==> src/rtl/core/gscr_pkg.sv <==
package gscr_pkg;

  localparam int unsigned PinCount    = 32;
  localparam int unsigned WindowBytes = 256;
  localparam int unsigned DataW       = 32;
  localparam int unsigned OffW        = 8;
  localparam int unsigned PinSelW     = $clog2(DataW);
  localparam int unsigned CfgIdxW     = 3;

  localparam logic [DataW-1:0] PinMask = {DataW{1'b1}} >> (DataW - PinCount);

  localparam logic [DataW-1:0] WindowBaseRst = 32'h3FF4_4000;
  localparam logic [OffW-1:0]  OutOffRst     = 8'h04;
  localparam logic [OffW-1:0]  OutSetOffRst  = 8'h08;
  localparam logic [OffW-1:0]  OutClrOffRst  = 8'h0C;
  localparam logic [OffW-1:0]  EnOffRst      = 8'h20;
  localparam logic [OffW-1:0]  EnSetOffRst   = 8'h24;
  localparam logic [OffW-1:0]  EnClrOffRst   = 8'h28;
  localparam logic [OffW-1:0]  InOffRst      = 8'h3C;

  typedef enum logic [1:0] {
    ReqRead    = 2'd0,
    ReqWrite   = 2'd1,
    ReqPin     = 2'd2,
    ReqRefresh = 2'd3
  } req_e;

  typedef enum logic [CfgIdxW-1:0] {
    CfgWindowBase = 3'd0,
    CfgOutOff     = 3'd1,
    CfgOutSetOff  = 3'd2,
    CfgOutClrOff  = 3'd3,
    CfgEnOff      = 3'd4,
    CfgEnSetOff   = 3'd5,
    CfgEnClrOff   = 3'd6,
    CfgInOff      = 3'd7
  } cfg_idx_e;

  typedef struct packed {
    logic [DataW-1:0] window_base;
    logic [OffW-1:0]  out_offset;
    logic [OffW-1:0]  out_set_offset;
    logic [OffW-1:0]  out_clear_offset;
    logic [OffW-1:0]  enable_offset;
    logic [OffW-1:0]  enable_set_offset;
    logic [OffW-1:0]  enable_clear_offset;
    logic [OffW-1:0]  in_offset;
  } cfg_t;

  typedef struct packed {
    req_e             req_type;
    logic [DataW-1:0] bus_address;
    logic [DataW-1:0] write_data;
    logic [5:0]       pin_index;
    logic             pin_level;
  } in_item_t;

  typedef struct packed {
    logic             claimed;
    logic [DataW-1:0] read_data;
    logic [DataW-1:0] out_levels;
    logic [DataW-1:0] out_enables;
    logic [DataW-1:0] change_mask;
  } out_item_t;

endpackage

==> src/rtl/core/gscr_cfg.sv <==
module gscr_cfg (
  input  logic                          clk_i,
  input  logic                          rst_ni,
  input  logic                          cfg_we_i,
  input  logic [gscr_pkg::CfgIdxW-1:0]  cfg_index_i,
  input  logic [gscr_pkg::DataW-1:0]    cfg_wdata_i,
  output gscr_pkg::cfg_t                cfg_o
);

  gscr_pkg::cfg_t cfg_q, cfg_d;

  always_comb begin
    cfg_d = cfg_q;
    if (cfg_we_i) begin
      unique case (gscr_pkg::cfg_idx_e'(cfg_index_i))
        gscr_pkg::CfgWindowBase: cfg_d.window_base         = cfg_wdata_i;
        gscr_pkg::CfgOutOff:     cfg_d.out_offset          = cfg_wdata_i[gscr_pkg::OffW-1:0];
        gscr_pkg::CfgOutSetOff:  cfg_d.out_set_offset      = cfg_wdata_i[gscr_pkg::OffW-1:0];
        gscr_pkg::CfgOutClrOff:  cfg_d.out_clear_offset    = cfg_wdata_i[gscr_pkg::OffW-1:0];
        gscr_pkg::CfgEnOff:      cfg_d.enable_offset       = cfg_wdata_i[gscr_pkg::OffW-1:0];
        gscr_pkg::CfgEnSetOff:   cfg_d.enable_set_offset   = cfg_wdata_i[gscr_pkg::OffW-1:0];
        gscr_pkg::CfgEnClrOff:   cfg_d.enable_clear_offset = cfg_wdata_i[gscr_pkg::OffW-1:0];
        gscr_pkg::CfgInOff:      cfg_d.in_offset           = cfg_wdata_i[gscr_pkg::OffW-1:0];
        default:                 cfg_d = cfg_q;
      endcase
    end
  end

  always_ff @(posedge clk_i or negedge rst_ni) begin
    if (!rst_ni) begin
      cfg_q.window_base         <= gscr_pkg::WindowBaseRst;
      cfg_q.out_offset          <= gscr_pkg::OutOffRst;
      cfg_q.out_set_offset      <= gscr_pkg::OutSetOffRst;
      cfg_q.out_clear_offset    <= gscr_pkg::OutClrOffRst;
      cfg_q.enable_offset       <= gscr_pkg::EnOffRst;
      cfg_q.enable_set_offset   <= gscr_pkg::EnSetOffRst;
      cfg_q.enable_clear_offset <= gscr_pkg::EnClrOffRst;
      cfg_q.in_offset           <= gscr_pkg::InOffRst;
    end else begin
      cfg_q <= cfg_d;
    end
  end

  assign cfg_o = cfg_q;

endmodule

==> src/rtl/core/gscr_exec.sv <==
module gscr_exec (
  input  logic                 clk_i,
  input  logic                 rst_ni,
  input  logic                 exec_i,
  input  gscr_pkg::in_item_t   item_i,
  input  gscr_pkg::cfg_t       cfg_i,
  output gscr_pkg::out_item_t  result_o
);

  logic [gscr_pkg::DataW-1:0] lvl_q, lvl_d;
  logic [gscr_pkg::DataW-1:0] en_q, en_d;
  logic [gscr_pkg::DataW-1:0] ext_q, ext_d;
  logic [gscr_pkg::DataW-1:0] last_lvl_q, last_lvl_d;
  logic [gscr_pkg::DataW-1:0] last_en_q, last_en_d;
  logic                       primed_q, primed_d;

  logic [gscr_pkg::DataW-1:0] offset;
  logic                       in_window;
  logic                       do_report;
  logic [gscr_pkg::DataW-1:0] changed;
  logic                       claimed;
  logic [gscr_pkg::DataW-1:0] rdata;

  function automatic logic off_hit(input logic [gscr_pkg::DataW-1:0] off,
                                   input logic [gscr_pkg::OffW-1:0]  reg_off);
    off_hit = (off == {{(gscr_pkg::DataW-gscr_pkg::OffW){1'b0}}, reg_off});
  endfunction

  assign offset    = item_i.bus_address - cfg_i.window_base;
  assign in_window = offset < gscr_pkg::DataW'(gscr_pkg::WindowBytes);

  always_comb begin
    lvl_d     = lvl_q;
    en_d      = en_q;
    ext_d     = ext_q;
    claimed   = 1'b0;
    rdata     = '0;
    do_report = 1'b0;
    unique case (item_i.req_type)
      gscr_pkg::ReqRead: begin
        if (in_window) begin
          claimed = 1'b1;
          priority if (off_hit(offset, cfg_i.out_offset)) begin
            rdata = lvl_q;
          end else if (off_hit(offset, cfg_i.enable_offset)) begin
            rdata = en_q;
          end else if (off_hit(offset, cfg_i.in_offset)) begin
            rdata = (lvl_q & en_q) | (ext_q & ~en_q);
          end else begin
            rdata = '0;
          end
        end
      end
      gscr_pkg::ReqWrite: begin
        if (in_window) begin
          claimed   = 1'b1;
          do_report = 1'b1;
          priority if (off_hit(offset, cfg_i.out_offset)) begin
            lvl_d = item_i.write_data;
          end else if (off_hit(offset, cfg_i.out_set_offset)) begin
            lvl_d = lvl_q | item_i.write_data;
          end else if (off_hit(offset, cfg_i.out_clear_offset)) begin
            lvl_d = lvl_q & ~item_i.write_data;
          end else if (off_hit(offset, cfg_i.enable_offset)) begin
            en_d = item_i.write_data;
          end else if (off_hit(offset, cfg_i.enable_set_offset)) begin
            en_d = en_q | item_i.write_data;
          end else if (off_hit(offset, cfg_i.enable_clear_offset)) begin
            en_d = en_q & ~item_i.write_data;
          end else begin
            do_report = 1'b0;
          end
        end
      end
      gscr_pkg::ReqPin: begin
        if ({26'b0, item_i.pin_index} < gscr_pkg::DataW'(gscr_pkg::PinCount)) begin
          ext_d[item_i.pin_index[gscr_pkg::PinSelW-1:0]] = item_i.pin_level;
        end
      end
      gscr_pkg::ReqRefresh: begin
        do_report = 1'b1;
      end
      default: begin
        do_report = 1'b0;
      end
    endcase
  end

  always_comb begin
    last_lvl_d = last_lvl_q;
    last_en_d  = last_en_q;
    primed_d   = primed_q;
    changed    = '0;
    if (do_report) begin
      changed    = primed_q ? ((lvl_d ^ last_lvl_q) | (en_d & ~last_en_q))
                            : {gscr_pkg::DataW{1'b1}};
      changed    = changed & en_d & gscr_pkg::PinMask;
      last_lvl_d = lvl_d;
      last_en_d  = en_d;
      primed_d   = 1'b1;
    end
  end

  always_ff @(posedge clk_i or negedge rst_ni) begin
    if (!rst_ni) begin
      lvl_q      <= '0;
      en_q       <= '0;
      ext_q      <= '0;
      last_lvl_q <= '0;
      last_en_q  <= '0;
      primed_q   <= 1'b0;
    end else if (exec_i) begin
      lvl_q      <= lvl_d;
      en_q       <= en_d;
      ext_q      <= ext_d;
      last_lvl_q <= last_lvl_d;
      last_en_q  <= last_en_d;
      primed_q   <= primed_d;
    end
  end

  assign result_o.claimed     = claimed;
  assign result_o.read_data   = rdata;
  assign result_o.out_levels  = lvl_d;
  assign result_o.out_enables = en_d;
  assign result_o.change_mask = changed;

endmodule

==> src/rtl/core/gpio_set_clear_register_block_unit.sv <==
// Channel  Direction  Handshake           Payload
// in       input      in_valid_i/in_stall_o   gscr_pkg::in_item_t
// out      output     out_valid_o/out_stall_i gscr_pkg::out_item_t
// cfg      input      cfg_we_i            cfg_index_i, cfg_wdata_i
//
// One item per cycle sustained while the output is not stalled.
// The input register feeds the state update and result logic, which loads the output register.
// in_stall_o rises only when the input register holds an item and the output register is
// full and stalled. Reset clears valid flags and GPIO state, loads base and offset defaults.
module gpio_set_clear_register_block_unit (
  input  logic                          clk_i,
  input  logic                          rst_ni,
  input  logic                          in_valid_i,
  output logic                          in_stall_o,
  input  gscr_pkg::in_item_t            in_item_i,
  output logic                          out_valid_o,
  input  logic                          out_stall_i,
  output gscr_pkg::out_item_t           out_item_o,
  input  logic                          cfg_we_i,
  input  logic [gscr_pkg::CfgIdxW-1:0]  cfg_index_i,
  input  logic [gscr_pkg::DataW-1:0]    cfg_wdata_i
);

  gscr_pkg::cfg_t      cfg;
  gscr_pkg::in_item_t  item_q;
  gscr_pkg::out_item_t result;
  gscr_pkg::out_item_t out_q;
  logic                item_valid_q;
  logic                out_valid_q;
  logic                advance;
  logic                in_xfer;

  assign advance    = item_valid_q && (!out_valid_q || !out_stall_i);
  assign in_stall_o = item_valid_q && !advance;
  assign in_xfer    = in_valid_i && !in_stall_o;

  gscr_cfg u_cfg (
    .clk_i       (clk_i),
    .rst_ni      (rst_ni),
    .cfg_we_i    (cfg_we_i),
    .cfg_index_i (cfg_index_i),
    .cfg_wdata_i (cfg_wdata_i),
    .cfg_o       (cfg)
  );

  gscr_exec u_exec (
    .clk_i    (clk_i),
    .rst_ni   (rst_ni),
    .exec_i   (advance),
    .item_i   (item_q),
    .cfg_i    (cfg),
    .result_o (result)
  );

  always_ff @(posedge clk_i or negedge rst_ni) begin
    if (!rst_ni) begin
      item_valid_q <= 1'b0;
      out_valid_q  <= 1'b0;
    end else begin
      item_valid_q <= in_xfer || (item_valid_q && !advance);
      out_valid_q  <= advance || (out_valid_q && out_stall_i);
    end
  end

  always_ff @(posedge clk_i) begin
    if (in_xfer) begin
      item_q <= in_item_i;
    end
    if (advance) begin
      out_q <= result;
    end
  end

  assign out_valid_o = out_valid_q;
  assign out_item_o  = out_q;

endmodule

==> config.mk <==
export PLATFORM = sky130hd
export DESIGN_NAME = gpio_set_clear_register_block_unit
export DESIGN_NICKNAME = d
export VERILOG_FILES = /design/src/rtl/core/gscr_pkg.sv /design/src/rtl/core/gscr_cfg.sv /design/src/rtl/core/gscr_exec.sv /design/src/rtl/core/gpio_set_clear_register_block_unit.sv
export SDC_FILE = /design/constraint.sdc
export NUM_CORES = 1
export LEC_CHECK = 0
export ABC_AREA = 1
export BUFFER_PORTS_ARGS = -buffer_cell sky130_fd_sc_hd__buf_2
export CAP_MARGIN = 20
export CORE_MARGIN = 3
export CORE_UTILIZATION = 45
export CTS_CLUSTER_DIAMETER = 50
export CTS_CLUSTER_SIZE = 24
export DETAILED_ROUTE_END_ITERATION = 16
export GPL_TIMING_DRIVEN = 0
export PLACE_DENSITY = 0.61
export SLEW_MARGIN = 10
export SYNTH_ARGS = -nofsm -noshare
export SYNTH_HDL_FRONTEND = slang
export SYNTH_HIERARCHICAL = 1
export SYNTH_SLANG_ARGS = --single-unit
==> constraint.sdc <==
create_clock -name clk_i -period 13 [get_ports clk_i]
set_clock_uncertainty 0.1 [all_clocks]
set_input_delay 1.95 -clock clk_i [delete_from_list [all_inputs] [get_ports clk_i]]
set_output_delay 1.95 -clock clk_i [all_outputs]
set_load 0.005 [all_outputs]
==> reports/qor.txt <==
Post-CTS Hold Buffers = 0
Met2 Wirelength = 35600 um
placed cells = 4035
Logic pwr share = 0.199
flop2flop setup slack = 8210 ps
Fillers = 5072
clock power share = 0.363
async set or reset register ratio after synthesis = 0.554
Hold EP = u_cfg/cfg_o[77]
Core Rows = 84
CP dominant cell by count = nand3_1
TritonCTS clock tree = yes
Die ar. = 56800 um2
Worst Hold Class = reg2reg
dominant synthesized flop cell = dfrtp_1
Worst R2R End = out_item_o[112]
CP cell instances = ha_1 -> fa_1 -> clkbuf_1 -> inv_1 -> or2_2 -> a2111oi_0 -> o21ai_0 -> nor3_1 -> nand3_1 -> nor2_1 -> clkbuf_1 -> nand3_1 -> nand3_1 -> nand2_1 -> inv_1
Period minus WS final = 4790 ps
final std cells w/o fill = 4125
hpwl dp = 56700 um
DR vias/cell = 5.34
share of cells above drive strength 1 = 0.143
Final ANT Viol Nets = 0
LEAKAGE = 13.9 nW
Slew HR = 0.357
VDD IR-drop max = 0.111 mV
Post-CTS Resized = 0
Switch Pwr = 1.25 mW
Worst Path Required = 13370 ps
Final Setup Violations = 0
first drt pass iteration count = 6
ANT cells = 0
number of DRC markers in iteration 0 = 2110
Syn Inst Count = 3104
TritonCTS Buffers = 49
Crit. End Element = flop
NumNets Final = 3544
Critical Path Source Type = flop
top layer in use = met4
pwr dens = 141 nW/um2
gp weighted congestion = 0.925
I/O pin total = 244
final instance area = 28200 um2
Synth-to-Final Area Change = 16.2%
CTS clock-pin slew for the worst setup and hold paths = 70 ps
outcome = completed
PnR worst setup slack = 8210 ps
Seq/Total Area, Yosys = 0.509
via count = 22.0k
total of max-cap violations = 0
Synth cell types = 46
Cell Area, Placed = 26600 um2
commonest non-fill, non-tap cell in the layout = nand2_1
Clk Latency, worst-skew pair = 590 ps
initial antenna violation count = 0
core area = 53000 um2
first-pass GRT wire length = 119000 um
routed wl met3 = 4720 um
synthesized area per cell = 7.83 um2
Max stage delay on crit path = 590 ps
Flop pwr share = 0.438
Initial Utilization = 0.459
WP data arrival = 5150 ps
clock tree buffer depth = 3
fin crit share = 0.368
setup tns final = 0 ps
switch share = 0.313
worst-margin pin slew = 961 ps
Yosys warning count = 6
Pwr Total = 3.99 mW
setup repair after global routing missed its margin = false
Tot GR Track Use = 0.267
Detailed Route WL = 76400 um
Die Width = 238 um
synthesized area = 24300 um2
vias in the first global route = 21.1k
Slew Limit Fails = 0
Congestion Overflow GR = 0
H-tree depth = 2
CP Class = reg2reg
Max Fclk = 209 MHz
Die Ht = 238 um
clock sinks = 453
dpl ws = 7800 ps
CTS root buffer = clkbuf_16
DRT met1 WL = 33600 um
Worst Reg-to-Reg Cells = 15
Pint = 2.74 mW
Mapped Nets = 3250
commonest cells after routing, fill and taps aside = 1145 x nand2_1, 312 x inv_1, 299 x nor2_1
critical path's slowest cell = a2111oi_0
Post-synth EDFFs = 202
Hold Crit Depth = 2
reg2reg start = u_cfg/cfg_o[56]
register bit count reported by yosys = 453
Final Hold Vio Count = 0
IO buf count = 235
Worst Path Max Fanout = 10
Residual DRC = 0
Routed WL per cell = 18.5 um
hold path start = u_cfg/cfg_o[77]
largest net degree at the start of global routing = 99
Post-CTS Setup Inserts = 0
==> power groups by stage <==
stage               logic, mW  clock network (mW)  registers (mW)
global route            0.908                1.54            1.77
global placement        0.766                   0            1.78
CTS                     0.796                1.48            1.75
detailed placement      0.793                   0            1.77
finish                  0.795                1.45            1.75
floorplan               0.542                   0            1.76
==> worst max-delay path: cells and delay by family, from the launching register on <==
| family | cells | cell delay [ps] |
|---|---|---|
| compound gates | 2 | 760 |
| buf+inv | 4 | 1150 |
| flops | 1 | 400 |
| simple gates | 7 | 1560 |
| fa+ha+maj | 2 | 680 |
==> stage by stage <==
| stage | util | hold WS [ps] |
|---|---|---|
| floorplan | - | 342 |
| detailed placement | 0.501 | 358 |
| CTS | 0.533 | 368 |
| global placement | 0.497 | 354 |
| global route | 0.533 | 381 |
| finish | 0.533 | 365 |
==> cells in the mapped netlist (all sizes together) (2+ instances only) <==
library cell | instances | share of area
or2 | 6 | 0.0015
inv | 319 | 0.049
dfstp | 25 | 0.027
a31oi | 79 | 0.020
and2 | 5 | 0.0014
nand2 | 1189 | 0.19
nand4 | 79 | 0.020
clkinv | 3 | 0.00051
xnor2 | 11 | 0.0040
o21ai | 36 | 0.0076
buf | 48 | 0.012
clkbuf | 81 | 0.013
nor3 | 19 | 0.0039
nor2 | 313 | 0.052
edfxtp | 202 | 0.25
xor2 | 24 | 0.0086
nand3b | 2 | 0.00062
a21o | 2 | 0.00062
ha | 32 | 0.016
nand3 | 305 | 0.067
a21oi | 88 | 0.018
dfrtp | 226 | 0.23
==> registers in the layout, summed over array words and instances (netlist names) <==
| name | flops |
|---|---|
| u_exec/lvl_q | 32 |
| out_valid_o | 1 |
| u_exec/ext_q | 32 |
| u_exec/primed_q | 1 |
| item_valid_q | 1 |
| out_item_o | 129 |
| u_cfg/cfg_o | 88 |
| u_exec/last_en_q | 32 |
| item_q | 73 |
| u_exec/en_q | 32 |
| u_exec/last_lvl_q | 32 |
==> logic make-up after synthesis <==
| group | Yosys count | share of synthesized area |
|---|---|---|
| flops | 453 | 0.509 |
| buf+inv | 451 | 0.0743 |
| xor+xnor | 35 | 0.0126 |
| compound gates | 211 | 0.0489 |
| simple gates | 1921 | 0.338 |
| fa+ha+maj | 33 | 0.0173 |
==> cell type report <==
| cell class | instances | area [um2] | share of cell area |
|---|---|---|---|
| clock buffer | 53 | 1280 | 0.0454 |
| multi-input combinational | 2200 | 10100 | 0.359 |
| clock inverter | 37 | 400 | 0.0142 |
| inverter | 322 | 1210 | 0.0429 |
| timing repair buffer | 243 | 1380 | 0.0490 |
| buffer | 129 | 596 | 0.0211 |
| tap | 688 | 861 | 0.0305 |
| sequential | 453 | 12400 | 0.438 |
==> worst max-delay path by stage <==
stage / slack, ps / cells after the start / to / start
2_1_floorplan: 2900 / 9 / u_exec/ext_q[0] / out_stall_i
3_3_place_gp: -1410 / 10 / u_exec/ext_q[24] / out_stall_i
3_5_place_dp: 7800 / 11 / u_exec/ext_q[24] / out_stall_i
4_1_cts: 8310 / 15 / out_item_o[113] / u_cfg/cfg_o[56]
5_1_grt: 7980 / 15 / out_item_o[116] / u_cfg/cfg_o[56]
6_report: 8210 / 15 / out_item_o[112] / u_cfg/cfg_o[56]
==> routing by layer <==
layer	vias up	global-route usage
li1	10600	-
met1	10500	0.367
met2	823	0.440
met3	154	0.0357
met4	0	0.0902
met5	-	0
No activity file was read; power rests on OpenSTA's default activity.
